### config.mk
export PLATFORM = sky130hd
export DESIGN_NAME = tile_binned_layer_order_table_flat
export DESIGN_NICKNAME = d
export VERILOG_FILES = /design/src/sv/tblo_pkg.sv /design/src/sv/tblo_if.sv /design/src/sv/tile_binned_layer_order_table.sv /design/src/sv/tblo_div.sv /design/src/flat_wrapper.sv
export SDC_FILE = /design/constraint.sdc
export NUM_CORES = 2
export LEC_CHECK = 0
export BUFFER_PORTS_ARGS = -buffer_cell sky130_fd_sc_hd__buf_4
export CAP_MARGIN = 20
export CORE_MARGIN = 2
export CORE_UTILIZATION = 55
export DETAILED_ROUTE_END_ITERATION = 16
export GPL_TIMING_DRIVEN = 0
export PLACE_DENSITY = 0.71
export SYNTH_ARGS = -nofsm -noshare
export SYNTH_HDL_FRONTEND = slang
export SYNTH_SLANG_ARGS = --single-unit
### constraint.sdc
create_clock -name clock -period 16.55 [get_ports clock]
set_input_delay 0.8275 -clock clock [delete_from_list [all_inputs] [get_ports clock]]
set_output_delay 0.8275 -clock clock [all_outputs]
set_load 0.01 [all_outputs]
### src/sv/tblo_pkg.sv
// Shared types, constants and helper functions of the tile-binned layer order table.
package tblo_pkg;

   localparam int MaxLayers = 32;
   localparam int GridX     = 8;
   localparam int GridY     = 8;
   localparam int CoordBits = 16;
   localparam int Tiles     = GridX * GridY;
   localparam int TileBits  = $clog2(Tiles);
   localparam int DepthBits = $clog2(MaxLayers);
   localparam int CountBits = $clog2(MaxLayers + 1);
   localparam int GxBits    = (GridX > 1) ? $clog2(GridX) : 1;
   localparam int GyBits    = (GridY > 1) ? $clog2(GridY) : 1;
   localparam int DivBits   = 17;

   localparam logic [2:0] CMD_INSERT = 3'd0;
   localparam logic [2:0] CMD_REMOVE = 3'd1;
   localparam logic [2:0] CMD_MOVE   = 3'd2;
   localparam logic [2:0] CMD_REPOS  = 3'd3;
   localparam logic [2:0] CMD_CLEAR  = 3'd4;
   localparam logic [2:0] CMD_READ   = 3'd5;

   localparam logic [1:0] ST_OK    = 2'd0;
   localparam logic [1:0] ST_INDEX = 2'd1;
   localparam logic [1:0] ST_FULL  = 2'd2;

   localparam logic [1:0] REG_CANVAS_W = 2'd0;
   localparam logic [1:0] REG_CANVAS_H = 2'd1;
   localparam logic [1:0] REG_TILE_W   = 2'd2;
   localparam logic [1:0] REG_TILE_H   = 2'd3;

   typedef struct packed {
      logic              placed;
      logic [GxBits-1:0] x0;
      logic [GxBits-1:0] x1;
      logic [GyBits-1:0] y0;
      logic [GyBits-1:0] y1;
   } span_type;

   // Insert bit b at position pos, shifting higher bits up.
   function automatic logic [MaxLayers-1:0] bit_ins(logic [MaxLayers-1:0] bm,
                                                    logic [CountBits-1:0] pos,
                                                    logic b);
      logic [MaxLayers-1:0] lo_m;
      logic [MaxLayers-1:0] r;
      lo_m = (pos >= CountBits'(MaxLayers)) ? '1 : ~({MaxLayers{1'b1}} << pos);
      r = (bm & lo_m) | ((bm & ~lo_m) << 1);
      if (pos < CountBits'(MaxLayers))
         r[pos[DepthBits-1:0]] = b;
      return r;
   endfunction

   // Remove the bit at position pos, shifting higher bits down.
   function automatic logic [MaxLayers-1:0] bit_rem(logic [MaxLayers-1:0] bm,
                                                    logic [CountBits-1:0] pos);
      logic [MaxLayers-1:0] lo_m;
      lo_m = (pos >= CountBits'(MaxLayers)) ? '1 : ~({MaxLayers{1'b1}} << pos);
      return (bm & lo_m) | ((bm >> 1) & ~lo_m);
   endfunction

endpackage

### src/sv/tblo_if.sv
// Valid/ready channel interfaces for requests and responses.
interface tblo_req_if
   import tblo_pkg::*;
   ();
   logic                 valid;
   logic                 ready;
   logic [2:0]           command;
   logic [5:0]           layer_index;
   logic [4:0]           target_index;
   logic signed [15:0]   origin_x;
   logic signed [15:0]   origin_y;
   logic [15:0]          layer_width;
   logic [15:0]          layer_height;
   logic [2:0]           cell_x;
   logic [2:0]           cell_y;
   modport source (output valid, command, layer_index, target_index, origin_x, origin_y,
                   layer_width, layer_height, cell_x, cell_y, input ready);
   modport sink   (input valid, command, layer_index, target_index, origin_x, origin_y,
                   layer_width, layer_height, cell_x, cell_y, output ready);
endinterface

interface tblo_rsp_if
   import tblo_pkg::*;
   ();
   logic        valid;
   logic        ready;
   logic [1:0]  status;
   logic [5:0]  layer_count;
   logic        in_grid;
   logic [2:0]  min_tile_x;
   logic [2:0]  max_tile_x;
   logic [2:0]  min_tile_y;
   logic [2:0]  max_tile_y;
   logic [31:0] cell_layers;
   modport source (output valid, status, layer_count, in_grid, min_tile_x, max_tile_x,
                   min_tile_y, max_tile_y, cell_layers, input ready);
   modport sink   (input valid, status, layer_count, in_grid, min_tile_x, max_tile_x,
                   min_tile_y, max_tile_y, cell_layers, output ready);
endinterface

### src/sv/tile_binned_layer_order_table.sv
// Top level of the tile-binned layer order table.
//
// Requests arrive on req (valid/ready); one response per request leaves on rsp.
// The user must see that configuration registers are written on csr_* only while
// the block is idle; the block itself does not enforce this. Each request is
// handled alone. Insert and reposition first divide the canvas and the clamped
// coordinates by the tile sizes in six divisions on a bit-serial divider. Every
// editing command then walks all 64 tile bitmaps through a registered-read tile
// memory, reading one tile and writing the previous one back each cycle. Layer
// spans are kept in a 32-entry memory that is shifted one entry at a time, with
// a read and then a write, for insert, remove and move. The next request is
// accepted in the cycle after the response transfer at the earliest.
// After reset a clearing pass zeroes the tile memory; no request is taken until
// it ends. The response is held in an output register while the receiver stalls,
// and the input stays blocked until then.
module tile_binned_layer_order_table
   import tblo_pkg::*;
(
   input  logic          clock,
   input  logic          reset,
   tblo_req_if.sink      req,
   tblo_rsp_if.source    rsp,
   input  logic          csr_write,
   input  logic [1:0]    csr_index,
   input  logic [15:0]   csr_data
);

   typedef enum logic [8:0] {
      S_WIPE  = 9'b000000001,
      S_IDLE  = 9'b000000010,
      S_DIV   = 9'b000000100,
      S_OLD   = 9'b000001000,
      S_SHIFT = 9'b000010000,
      S_WALK  = 9'b000100000,
      S_RD    = 9'b001000000,
      S_RDW   = 9'b010000000,
      S_OUT   = 9'b100000000
   } state_type;

   state_type state_ff, state_in;

   // Configuration registers.
   logic [15:0] cw_ff, ch_ff, tw_ff, th_ff;
   always_ff @(posedge clock) begin
      if (reset) begin
         cw_ff <= 16'd640; ch_ff <= 16'd480; tw_ff <= 16'd80; th_ff <= 16'd60;
      end else if (csr_write) begin
         case (csr_index)
            REG_CANVAS_W: cw_ff <= csr_data;
            REG_CANVAS_H: ch_ff <= csr_data;
            REG_TILE_W:   tw_ff <= csr_data;
            REG_TILE_H:   th_ff <= csr_data;
            default: ;
         endcase
      end
   end

   // Latched request.
   logic [2:0]           cmd_ff;
   logic [CountBits-1:0] idx_ff, tgt_ff;
   logic [2:0]           cx_ff, cy_ff;
   logic [CountBits-1:0] cnt_ff, cnt_in;
   span_type             new_ff, new_in, old_ff, old_in;
   logic signed [15:0]   ox_ff, oy_ff;
   logic [15:0]          w_ff, h_ff;

   // Division operands: six quotients are needed.
   logic signed [17:0] mnx, mxx, mny, mxy;
   logic [16:0]        lox, hix, loy, hiy;
   logic               geo_ok;
   logic [2:0]         dstep_ff, dstep_in;
   logic [DivBits-1:0] q_ff [6];
   logic               dstart_ff, dstart_in;
   logic [DivBits-1:0] dvd;
   logic [15:0]        dvs;
   logic               ddone;
   logic [DivBits-1:0] dq;

   always_comb begin
      mnx = {{2{ox_ff[15]}}, ox_ff} - 18'({1'b0, w_ff[15:1]});
      mxx = {{2{ox_ff[15]}}, ox_ff} + 18'({1'b0, w_ff[15:1]});
      mny = {{2{oy_ff[15]}}, oy_ff} - 18'({1'b0, h_ff[15:1]});
      mxy = {{2{oy_ff[15]}}, oy_ff} + 18'({1'b0, h_ff[15:1]});
      geo_ok = (w_ff != 0) && (h_ff != 0) && (tw_ff != 0) && (th_ff != 0)
               && !mxx[17] && !mxy[17]
               && !(mnx > $signed({2'b0, cw_ff})) && !(mny > $signed({2'b0, ch_ff}));
      lox = mnx[17] ? 17'd0 : mnx[16:0];
      loy = mny[17] ? 17'd0 : mny[16:0];
      hix = (mxx > $signed({2'b0, cw_ff})) ? {1'b0, cw_ff} : mxx[16:0];
      hiy = (mxy > $signed({2'b0, ch_ff})) ? {1'b0, ch_ff} : mxy[16:0];
      case (dstep_ff)
         3'd0: begin dvd = {1'b0, cw_ff}; dvs = tw_ff; end
         3'd1: begin dvd = {1'b0, ch_ff}; dvs = th_ff; end
         3'd2: begin dvd = (lox == 0) ? 17'd0 : 17'(lox - 17'd1); dvs = tw_ff; end
         3'd3: begin dvd = (hix == 0) ? 17'd0 : 17'(hix - 17'd1); dvs = tw_ff; end
         3'd4: begin dvd = (loy == 0) ? 17'd0 : 17'(loy - 17'd1); dvs = th_ff; end
         default: begin dvd = (hiy == 0) ? 17'd0 : 17'(hiy - 17'd1); dvs = th_ff; end
      endcase
   end

   tblo_div u_div (
      .clock    (clock),
      .reset    (reset),
      .start    (dstart_ff),
      .dividend (dvd),
      .divisor  (dvs),
      .done     (ddone),
      .quotient (dq)
   );

   // Span from the quotients.
   logic [DivBits-1:0] nx, ny;
   span_type           calc;
   always_comb begin
      nx = (q_ff[0] > DivBits'(GridX)) ? DivBits'(GridX) : q_ff[0];
      ny = (q_ff[1] > DivBits'(GridY)) ? DivBits'(GridY) : q_ff[1];
      calc = '0;
      if (geo_ok && nx != 0 && ny != 0 && q_ff[2] < nx && q_ff[3] < nx
          && q_ff[4] < ny && q_ff[5] < ny) begin
         calc.placed = 1'b1;
         calc.x0 = q_ff[2][GxBits-1:0];
         calc.x1 = q_ff[3][GxBits-1:0];
         calc.y0 = q_ff[4][GyBits-1:0];
         calc.y1 = q_ff[5][GyBits-1:0];
      end
   end

   // Span memory (one write, one read, registered read data).
   span_type             span_mem [MaxLayers];
   span_type             sp_rd_ff;
   logic [DepthBits-1:0] sp_ra, sp_wa;
   logic                 sp_we;
   span_type             sp_wd;
   always_ff @(posedge clock) begin
      if (sp_we)
         span_mem[sp_wa] <= sp_wd;
      sp_rd_ff <= span_mem[sp_ra];
   end

   // Tile memory.
   logic [MaxLayers-1:0] tile_mem [Tiles];
   logic [MaxLayers-1:0] tm_rd_ff;
   logic [TileBits-1:0]  tm_ra, tm_wa;
   logic                 tm_we;
   logic [MaxLayers-1:0] tm_wd;
   always_ff @(posedge clock) begin
      if (tm_we)
         tile_mem[tm_wa] <= tm_wd;
      tm_rd_ff <= tile_mem[tm_ra];
   end

   // Walk and shift counters.
   logic [TileBits:0]  wk_ff, wk_in;
   logic [CountBits:0] sh_ff, sh_in;
   logic               shp_ff, shp_in;
   logic               st_ff, st_in;
   logic               okcmd;

   // Response register.
   logic [1:0]           rs_st_ff, rs_st_in;
   span_type             rs_sp_ff, rs_sp_in;
   logic [MaxLayers-1:0] rs_cl_ff, rs_cl_in;

   // Tile under the previous walk read.
   logic [TileBits-1:0]  pt;
   logic [GxBits-1:0]    ptx;
   logic [GyBits-1:0]    pty;
   logic                 in_old, in_new;
   logic [MaxLayers-1:0] bm;

   always_comb begin
      pt  = wk_ff[TileBits-1:0] - TileBits'(1);
      ptx = GxBits'(pt % GridX);
      pty = GyBits'(pt / GridX);
      in_old = old_ff.placed && ptx >= old_ff.x0 && ptx <= old_ff.x1
               && pty >= old_ff.y0 && pty <= old_ff.y1;
      in_new = new_ff.placed && ptx >= new_ff.x0 && ptx <= new_ff.x1
               && pty >= new_ff.y0 && pty <= new_ff.y1;
      bm = tm_rd_ff;
      case (cmd_ff)
         CMD_INSERT: bm = bit_ins(tm_rd_ff, idx_ff, in_new);
         CMD_REMOVE: bm = bit_rem(tm_rd_ff, idx_ff);
         CMD_MOVE:   bm = bit_ins(bit_rem(tm_rd_ff, idx_ff), tgt_ff,
                                  tm_rd_ff[idx_ff[DepthBits-1:0]]);
         CMD_REPOS: begin
            if (in_old) bm[idx_ff[DepthBits-1:0]] = 1'b0;
            if (in_new) bm[idx_ff[DepthBits-1:0]] = 1'b1;
         end
         default:    bm = '0;
      endcase
   end

   // Main sequencer.
   always_comb begin
      state_in  = state_ff;
      cnt_in    = cnt_ff;
      new_in    = new_ff;
      old_in    = old_ff;
      dstep_in  = dstep_ff;
      dstart_in = 1'b0;
      wk_in     = wk_ff;
      sh_in     = sh_ff;
      shp_in    = shp_ff;
      st_in     = st_ff;
      rs_st_in  = rs_st_ff;
      rs_sp_in  = rs_sp_ff;
      rs_cl_in  = rs_cl_ff;
      tm_ra = wk_ff[TileBits-1:0];
      tm_we = 1'b0;
      tm_wa = pt;
      tm_wd = bm;
      sp_ra = idx_ff[DepthBits-1:0];
      sp_we = 1'b0;
      sp_wa = idx_ff[DepthBits-1:0];
      sp_wd = new_ff;
      okcmd = 1'b0;
      req.ready = (state_ff == S_IDLE);
      case (state_ff)
         S_WIPE: begin
            tm_we = 1'b1;
            tm_wa = wk_ff[TileBits-1:0];
            tm_wd = '0;
            wk_in = wk_ff + 1'b1;
            if (wk_ff == (TileBits+1)'(Tiles - 1))
               state_in = S_IDLE;
         end
         S_IDLE: begin
            if (req.valid) begin
               rs_sp_in = '0;
               rs_cl_in = '0;
               rs_st_in = ST_OK;
               dstep_in = '0;
               wk_in    = '0;
               new_in   = '0;
               case (req.command)
                  CMD_INSERT: okcmd = (req.layer_index <= cnt_ff)
                                      && (cnt_ff < CountBits'(MaxLayers));
                  CMD_REMOVE: okcmd = (req.layer_index < cnt_ff);
                  CMD_MOVE:   okcmd = (req.layer_index < cnt_ff)
                                      && ({1'b0, req.target_index} < cnt_ff);
                  CMD_REPOS:  okcmd = (req.layer_index < cnt_ff);
                  default:    okcmd = 1'b1;
               endcase
               if (!okcmd) begin
                  rs_st_in = (req.command == CMD_INSERT && req.layer_index <= cnt_ff)
                             ? ST_FULL : ST_INDEX;
                  state_in = S_OUT;
               end else begin
                  case (req.command)
                     CMD_INSERT, CMD_REPOS: begin
                        dstart_in = 1'b1;
                        state_in  = S_DIV;
                     end
                     CMD_REMOVE, CMD_MOVE: state_in = S_OLD;
                     CMD_CLEAR: begin
                        cnt_in   = '0;
                        state_in = S_WALK;
                     end
                     CMD_READ: state_in = S_RD;
                     default:  state_in = S_OUT;
                  endcase
               end
            end
         end
         S_DIV: begin
            if (ddone) begin
               dstep_in = dstep_ff + 3'd1;
               if (dstep_ff == 3'd5) begin
                  state_in = S_OLD;
               end else begin
                  dstart_in = 1'b1;
               end
            end
         end
         S_OLD: begin
            // Span of the indexed layer arrives from the span memory.
            if (!st_ff) begin
               st_in = 1'b1;
               if (cmd_ff == CMD_INSERT) begin
                  new_in = calc;
                  old_in = '0;
                  st_in  = 1'b0;
                  sh_in  = (CountBits+1)'(cnt_ff);
                  shp_in = 1'b0;
                  state_in = S_SHIFT;
               end
            end else begin
               st_in = 1'b0;
               old_in = sp_rd_ff;
               rs_sp_in = sp_rd_ff;
               if (cmd_ff == CMD_REPOS) begin
                  new_in   = calc;
                  rs_sp_in = calc;
                  sp_we    = 1'b1;
                  sp_wd    = calc;
                  state_in = S_WALK;
               end else begin
                  new_in = sp_rd_ff;
                  sh_in  = (CountBits+1)'(idx_ff);
                  shp_in = 1'b0;
                  state_in = S_SHIFT;
               end
            end
         end
         S_SHIFT: begin
            // Span list moves one entry at a time (read, then write).
            case (cmd_ff)
               CMD_INSERT: begin
                  sp_ra = sh_ff[DepthBits-1:0] - DepthBits'(1);
                  if (sh_ff[CountBits-1:0] == idx_ff) begin
                     sp_we = 1'b1;
                     sp_wa = idx_ff[DepthBits-1:0];
                     sp_wd = new_ff;
                     rs_sp_in = new_ff;
                     cnt_in = cnt_ff + 1'b1;
                     state_in = S_WALK;
                  end else if (!shp_ff) begin
                     shp_in = 1'b1;
                  end else begin
                     sp_we = 1'b1;
                     sp_wa = sh_ff[DepthBits-1:0];
                     sp_wd = sp_rd_ff;
                     shp_in = 1'b0;
                     sh_in = sh_ff - 1'b1;
                  end
               end
               CMD_REMOVE: begin
                  sp_ra = sh_ff[DepthBits-1:0] + DepthBits'(1);
                  if (sh_ff + 1'b1 >= (CountBits+1)'(cnt_ff)) begin
                     cnt_in = cnt_ff - 1'b1;
                     state_in = S_WALK;
                  end else if (!shp_ff) begin
                     shp_in = 1'b1;
                  end else begin
                     sp_we = 1'b1;
                     sp_wa = sh_ff[DepthBits-1:0];
                     sp_wd = sp_rd_ff;
                     shp_in = 1'b0;
                     sh_in = sh_ff + 1'b1;
                  end
               end
               default: begin
                  // Move: shift towards the target, then drop the span there.
                  if (sh_ff[CountBits-1:0] == tgt_ff) begin
                     sp_we = 1'b1;
                     sp_wa = tgt_ff[DepthBits-1:0];
                     sp_wd = new_ff;
                     state_in = S_WALK;
                  end else begin
                     sp_ra = (tgt_ff > idx_ff) ? sh_ff[DepthBits-1:0] + DepthBits'(1)
                                               : sh_ff[DepthBits-1:0] - DepthBits'(1);
                     if (!shp_ff) begin
                        shp_in = 1'b1;
                     end else begin
                        sp_we = 1'b1;
                        sp_wa = sh_ff[DepthBits-1:0];
                        sp_wd = sp_rd_ff;
                        shp_in = 1'b0;
                        sh_in = (tgt_ff > idx_ff) ? sh_ff + 1'b1 : sh_ff - 1'b1;
                     end
                  end
               end
            endcase
         end
         S_WALK: begin
            // Read tile wk, write back tile wk-1.
            tm_we = (wk_ff != '0);
            wk_in = wk_ff + 1'b1;
            if (wk_ff == (TileBits+1)'(Tiles))
               state_in = S_OUT;
         end
         S_RD: begin
            tm_ra = TileBits'(cy_ff * GridX + cx_ff);
            state_in = S_RDW;
         end
         S_RDW: begin
            if (({1'b0, cx_ff} >= 4'(GridX)) || ({1'b0, cy_ff} >= 4'(GridY)))
               rs_st_in = ST_INDEX;
            else
               rs_cl_in = tm_rd_ff;
            state_in = S_OUT;
         end
         S_OUT: begin
            if (rsp.ready)
               state_in = S_IDLE;
         end
         default: state_in = S_IDLE;
      endcase
   end

   // Quotient capture.
   always_ff @(posedge clock) begin
      if (ddone && state_ff == S_DIV)
         q_ff[dstep_ff] <= dq;
   end

   always_ff @(posedge clock) begin
      if (reset) begin
         state_ff  <= S_WIPE;
         cnt_ff    <= '0;
         wk_ff     <= '0;
         dstart_ff <= 1'b0;
         st_ff     <= 1'b0;
         shp_ff    <= 1'b0;
      end else begin
         state_ff  <= state_in;
         cnt_ff    <= cnt_in;
         wk_ff     <= wk_in;
         dstart_ff <= dstart_in;
         st_ff     <= st_in;
         shp_ff    <= shp_in;
      end
      dstep_ff <= dstep_in;
      sh_ff    <= sh_in;
      new_ff   <= new_in;
      old_ff   <= old_in;
      rs_st_ff <= rs_st_in;
      rs_sp_ff <= rs_sp_in;
      rs_cl_ff <= rs_cl_in;
      if (req.valid && req.ready) begin
         cmd_ff <= req.command;
         idx_ff <= req.layer_index;
         tgt_ff <= CountBits'(req.target_index);
         cx_ff  <= req.cell_x;
         cy_ff  <= req.cell_y;
         ox_ff  <= req.origin_x;
         oy_ff  <= req.origin_y;
         w_ff   <= req.layer_width;
         h_ff   <= req.layer_height;
      end
   end

   // Response outputs.
   assign rsp.valid       = (state_ff == S_OUT);
   assign rsp.status      = rs_st_ff;
   assign rsp.layer_count = 6'(cnt_ff);
   assign rsp.in_grid     = rs_sp_ff.placed;
   assign rsp.min_tile_x  = rs_sp_ff.placed ? 3'(rs_sp_ff.x0) : 3'd0;
   assign rsp.max_tile_x  = rs_sp_ff.placed ? 3'(rs_sp_ff.x1) : 3'd0;
   assign rsp.min_tile_y  = rs_sp_ff.placed ? 3'(rs_sp_ff.y0) : 3'd0;
   assign rsp.max_tile_y  = rs_sp_ff.placed ? 3'(rs_sp_ff.y1) : 3'd0;
   assign rsp.cell_layers = 32'(rs_cl_ff);

   // Checks.
   a_cnt: assert property (@(posedge clock) disable iff (reset)
      cnt_ff <= CountBits'(MaxLayers)) else $error("layer count overflow");
   a_busy: assert property (@(posedge clock) disable iff (reset)
      rsp.valid |-> !req.ready) else $error("request taken while response pending");
   a_hold: assert property (@(posedge clock) disable iff (reset)
      rsp.valid && !rsp.ready |=> rsp.valid) else $error("response dropped");

endmodule

### src/sv/tblo_div.sv
// Restoring divider, one quotient bit a cycle.
module tblo_div
   import tblo_pkg::*;
(
   input  logic               clock,
   input  logic               reset,
   input  logic               start,
   input  logic [DivBits-1:0] dividend,
   input  logic [15:0]        divisor,
   output logic               done,
   output logic [DivBits-1:0] quotient
);

   logic [DivBits-1:0] q_ff, q_in;
   logic [16:0]        r_ff, r_in;
   logic [4:0]         n_ff, n_in;
   logic               busy_ff, busy_in;
   logic [17:0]        trial;

   // One shift-subtract step per cycle.
   always_comb begin
      q_in    = q_ff;
      r_in    = r_ff;
      n_in    = n_ff;
      busy_in = busy_ff;
      trial   = {r_ff, q_ff[DivBits-1]};
      if (start) begin
         q_in    = dividend;
         r_in    = '0;
         n_in    = 5'(DivBits);
         busy_in = 1'b1;
      end else if (busy_ff) begin
         if (trial >= {2'b0, divisor}) begin
            r_in = 17'(trial - {2'b0, divisor});
            q_in = {q_ff[DivBits-2:0], 1'b1};
         end else begin
            r_in = trial[16:0];
            q_in = {q_ff[DivBits-2:0], 1'b0};
         end
         n_in = n_ff - 5'd1;
         if (n_ff == 5'd1)
            busy_in = 1'b0;
      end
   end

   always_ff @(posedge clock) begin
      if (reset) begin
         busy_ff <= 1'b0;
         n_ff    <= '0;
      end else begin
         busy_ff <= busy_in;
         n_ff    <= n_in;
      end
      q_ff <= q_in;
      r_ff <= r_in;
   end

   assign done     = busy_ff && (n_ff == 5'd1);
   assign quotient = done ? q_in : q_ff;

endmodule
### src/flat_wrapper.sv
// flat-port wrapper written by rule: the top's interface ports become plain ports
module tile_binned_layer_order_table_flat import tblo_pkg::*;
  (clock, reset, csr_write, csr_index, csr_data, req_valid, req_command, req_layer_index, req_target_index, req_origin_x, req_origin_y, req_layer_width, req_layer_height, req_cell_x, req_cell_y, req_ready, rsp_valid, rsp_status, rsp_layer_count, rsp_in_grid, rsp_min_tile_x, rsp_max_tile_x, rsp_min_tile_y, rsp_max_tile_y, rsp_cell_layers, rsp_ready);
  tblo_req_if req_i ();
  tblo_rsp_if rsp_i ();
  input  logic clock;
  input  logic reset;
  input  logic csr_write;
  input  logic [1:0] csr_index;
  input  logic [15:0] csr_data;
  input wire logic [$bits(req_i.valid)-1:0] req_valid;
  input wire logic [$bits(req_i.command)-1:0] req_command;
  input wire logic [$bits(req_i.layer_index)-1:0] req_layer_index;
  input wire logic [$bits(req_i.target_index)-1:0] req_target_index;
  input wire logic [$bits(req_i.origin_x)-1:0] req_origin_x;
  input wire logic [$bits(req_i.origin_y)-1:0] req_origin_y;
  input wire logic [$bits(req_i.layer_width)-1:0] req_layer_width;
  input wire logic [$bits(req_i.layer_height)-1:0] req_layer_height;
  input wire logic [$bits(req_i.cell_x)-1:0] req_cell_x;
  input wire logic [$bits(req_i.cell_y)-1:0] req_cell_y;
  output wire logic [$bits(req_i.ready)-1:0] req_ready;
  output wire logic [$bits(rsp_i.valid)-1:0] rsp_valid;
  output wire logic [$bits(rsp_i.status)-1:0] rsp_status;
  output wire logic [$bits(rsp_i.layer_count)-1:0] rsp_layer_count;
  output wire logic [$bits(rsp_i.in_grid)-1:0] rsp_in_grid;
  output wire logic [$bits(rsp_i.min_tile_x)-1:0] rsp_min_tile_x;
  output wire logic [$bits(rsp_i.max_tile_x)-1:0] rsp_max_tile_x;
  output wire logic [$bits(rsp_i.min_tile_y)-1:0] rsp_min_tile_y;
  output wire logic [$bits(rsp_i.max_tile_y)-1:0] rsp_max_tile_y;
  output wire logic [$bits(rsp_i.cell_layers)-1:0] rsp_cell_layers;
  input wire logic [$bits(rsp_i.ready)-1:0] rsp_ready;
  assign req_i.valid = req_valid;
  assign req_i.command = req_command;
  assign req_i.layer_index = req_layer_index;
  assign req_i.target_index = req_target_index;
  assign req_i.origin_x = req_origin_x;
  assign req_i.origin_y = req_origin_y;
  assign req_i.layer_width = req_layer_width;
  assign req_i.layer_height = req_layer_height;
  assign req_i.cell_x = req_cell_x;
  assign req_i.cell_y = req_cell_y;
  assign req_ready = req_i.ready;
  assign rsp_valid = rsp_i.valid;
  assign rsp_status = rsp_i.status;
  assign rsp_layer_count = rsp_i.layer_count;
  assign rsp_in_grid = rsp_i.in_grid;
  assign rsp_min_tile_x = rsp_i.min_tile_x;
  assign rsp_max_tile_x = rsp_i.max_tile_x;
  assign rsp_min_tile_y = rsp_i.min_tile_y;
  assign rsp_max_tile_y = rsp_i.max_tile_y;
  assign rsp_cell_layers = rsp_i.cell_layers;
  assign rsp_i.ready = rsp_ready;
  tile_binned_layer_order_table u_core (.clock(clock), .reset(reset), .req(req_i), .rsp(rsp_i), .csr_write(csr_write), .csr_index(csr_index), .csr_data(csr_data));
endmodule
==> impl_metrics.env <==
export IMPL_synth_warnings=0
export IMPL_num_rows=176
export IMPL_final_cell_mix="edfxtp_1, nand2_1, mux4_2, clkbuf_1, nor2_1"
export IMPL_yosysSeqAreaShare=0.671
export IMPL_grt_use_total=0.316
export IMPL_antenna_left=0
export IMPL_routed_wl_um=375000
export IMPL_rsz0062_at_grt="no"
export IMPL_grt_overflow_total=0
export IMPL_violations="max-slew violations"
export IMPL_fmax_ghz=0.108
export IMPL_drv_slew=8
export IMPL_start_util=0.554
export IMPL_clockBufferDepth=4
export IMPL_cts_tree="yes"
export IMPL_p_seq_frac=0.477
export IMPL_drt_iter0_markers=10172
export IMPL_p_switching_mw=4.50
export IMPL_grt_pass1_vias=78268
export IMPL_syn_to_final_growth_pct=15.2
export IMPL_synth_seq_cells=2907
export IMPL_postCtsSetupBuffers=0
export IMPL_swShare=0.255
export IMPL_required_ns=17.09
export IMPL_wire_per_inst_um=31.0
export IMPL_status="finished, violations left"
export IMPL_boundaryPins=162
export IMPL_synth_area_mm2=0.127
export IMPL_critPathSlowestCell="nor3_1"
export IMPL_p_comb_frac=0.143
export IMPL_drc=0
export IMPL_p_per_area_mw_per_mm2=120
export IMPL_cts_sinks=2907
export IMPL_finalWorstPathRequiredPeriod_ns=9.29
export IMPL_postSynthAreaPerCell_um2=15.7
export IMPL_place_gp_congestion=1.05
export IMPL_grt_first_pass_wirelength_um=541000
export IMPL_p_clk_frac=0.380
export IMPL_die_height_um=485
export IMPL_die_area_mm2=0.236
export IMPL_worst_pin_slew_ns=1.51
export IMPL_slew_limit_headroom=-0.00339
export IMPL_core_area_mm2=0.230
export IMPL_cts_buffers=311
export IMPL_vias_per_cell=6.62
export IMPL_cp_data_arrival_time_ns=9.84
export IMPL_path_class="reg2reg"
export IMPL_root_buffer="clkbuf_16"
export IMPL_path_buf_inv=3
export IMPL_drive_above_1_share=0.188
export IMPL_cp_max_fo=10
export IMPL_crit_path_start_kind="flip-flop"
export IMPL_postLayoutCoreUtil=0.638
export IMPL_grt_max_degree=68
export IMPL_final_common_cell="edfxtp_1"
export IMPL_fin_nets=9212
export IMPL_cap_viol_max_count=0
export IMPL_period_share=0.562
export IMPL_multi_input_area_mm2=0.0403
export IMPL_synth_edf_count=2733
export IMPL_setup_violations=0
export IMPL_path_clk_slew_ns=0.06
export IMPL_ys_flop_type="edfxtp_1"
export IMPL_num_vias=79918
export IMPL_min_path_type="in2reg"
export IMPL_vdd_drop_max_v=0.000111
export IMPL_cp_top_family="compound AO/OA/AOI/OAI gates"
export IMPL_endpoint_kind="flip-flop"
export IMPL_nFillCells=16001
export IMPL_yosysUniqueCellTypes=100
export IMPL_cts_htree_levels=5
export IMPL_ctsResizeCount=0
export IMPL_max_stage_delay_ns=0.63
export IMPL_dpl_hpwl_um=266000
export IMPL_final_hold_violation_count=0
export IMPL_fin_tns_setup_ns=0
export IMPL_synth_async_reset_ratio=0
export IMPL_synth_cells=8098
export IMPL_fin_skew_ns=0.0999
export IMPL_die_x_um=485
export IMPL_dr_pass1_iters=6
export IMPL_clk_latency_ns=0.97
export IMPL_p_leak_nw=49.4
export IMPL_numPortBuffers=160
export IMPL_hold_buffers=0
export IMPL_final_seq_area_mm2=0.0856
export IMPL_internal_power_mw=13.2
export IMPL_antenna_found_initial=8
==> area by class of cell <==
cell class                      instances  area share
Inverter                              217     0.00557
Buffer                                460      0.0127
Clock inverter                        142     0.00925
Antenna cell                            7    0.000119
Tap cell                             3026      0.0258
Multi-Input combinational cell       4565       0.275
Clock buffer                          392      0.0569
Timing Repair Buffer                  364      0.0319
Sequential cell                      2907       0.583
==> worst paths after layout <==
kind	cells after the start	end	slack (ns)	from
setup / recovery	34	u_core.q_ff[1][13]	7.26	u_core.oy_ff[4]
hold / removal	1	u_core.cy_ff[2]	0.07	req_cell_y[2]
setup reg to reg	34	u_core.q_ff[1][13]	7.26	u_core.oy_ff[4]
hold reg to reg	2	u_core.tw_ff[12]	0.47	u_core.tw_ff[12]
==> per-layer routing <==
metal | wire, µm | up-vias | GRT usage
met3 | 36700 | 844 | 0.0621
met4 | 20300 | 2 | 0.149
met1 | 145000 | 40647 | 0.437
met5 | 14 | - | 0
met2 | 173000 | 4743 | 0.489
li1 | - | 33682 | -
==> power by group through the flow <==
stage,logic (mW),registers (mW),clock network (mW)
CTS,2.50,8.41,6.78
global route,2.68,8.42,7.06
floorplan,1.57,8.49,0
global placement,2.30,8.60,0
detailed placement,2.48,8.56,0
finish,2.53,8.42,6.72
==> sequential cells by signal, indices dropped and copies added, names as in the netlist, 9 cells and up <==
| name | flops |
|---|---|
| u_core.q_ff | 102 |
| u_core.old_ff | 13 |
| u_core.sp_rd_ff | 13 |
| u_core.rsp.cell_layers | 32 |
| u_core.new_ff | 13 |
| u_core.h_ff | 16 |
| u_core.tm_rd_ff | 32 |
| u_core.tw_ff | 16 |
| u_core.th_ff | 16 |
| u_core.ox_ff | 16 |
| u_core.u_div.q_ff | 17 |
| u_core.rs_sp_ff | 12 |
| u_core.state_ff | 9 |
| u_core.u_div.r_ff | 17 |
| u_core.ch_ff | 16 |
| u_core.w_ff | 16 |
| u_core.tile_mem | 2048 |
| u_core.cw_ff | 16 |
| u_core.oy_ff | 16 |
| u_core.span_mem | 416 |
==> synthesized netlist by cell type (78+ instances only) <==
master	count	area (µm²)
a211oi_1	175	1310
a21o_1	90	676
a21oi_1	340	1700
a311oi_1	100	876
a31oi_1	78	488
and2_1	199	1240
buf_2	89	445
clkbuf_1	325	1220
dfxtp_1	174	3480
edfxtp_1	2733	82100
ha_1	273	3420
inv_1	209	785
mux2i_1	125	1250
mux4_2	625	14100
nand2_1	655	2460
nand3_1	86	430
nor2_1	395	1480
nor3_1	124	621
o21ai_0	230	1150
xnor2_1	93	815
==> cell families (layout without fill, tap and decap cells) <==
kind of cell,Yosys count,count (layout),share of synthesized area
flops,2907,2907,0.671
mux,763,763,0.121
xor+xnor,135,135,0.00928
other cells,1,59,0.0000294
buf+inv,677,1575,0.0210
simple gates,1856,1856,0.0700
fa+ha+maj,279,279,0.0277
compound gates,1480,1480,0.0792
==> metrics by stage <==
stage / instance area (µm²) / hold WS (ns) / total power [mW] / setup WS [ns] / cells
global route: 147000 / 0.0356 / 18.2 / 6.52 / 12075
finish: 147000 / 0.0729 / 17.7 / 7.26 / 12080
CTS: 147000 / 0.0271 / 17.7 / 7.42 / 12053
detailed placement: 137000 / 0.461 / 11.0 / 7.45 / 11519
floorplan: 128000 / 0.446 / 10.1 / 9.70 / 8149
global placement: 133000 / 0.458 / 10.9 / 5.15 / 11335
Power figures use the tool's default switching activity.
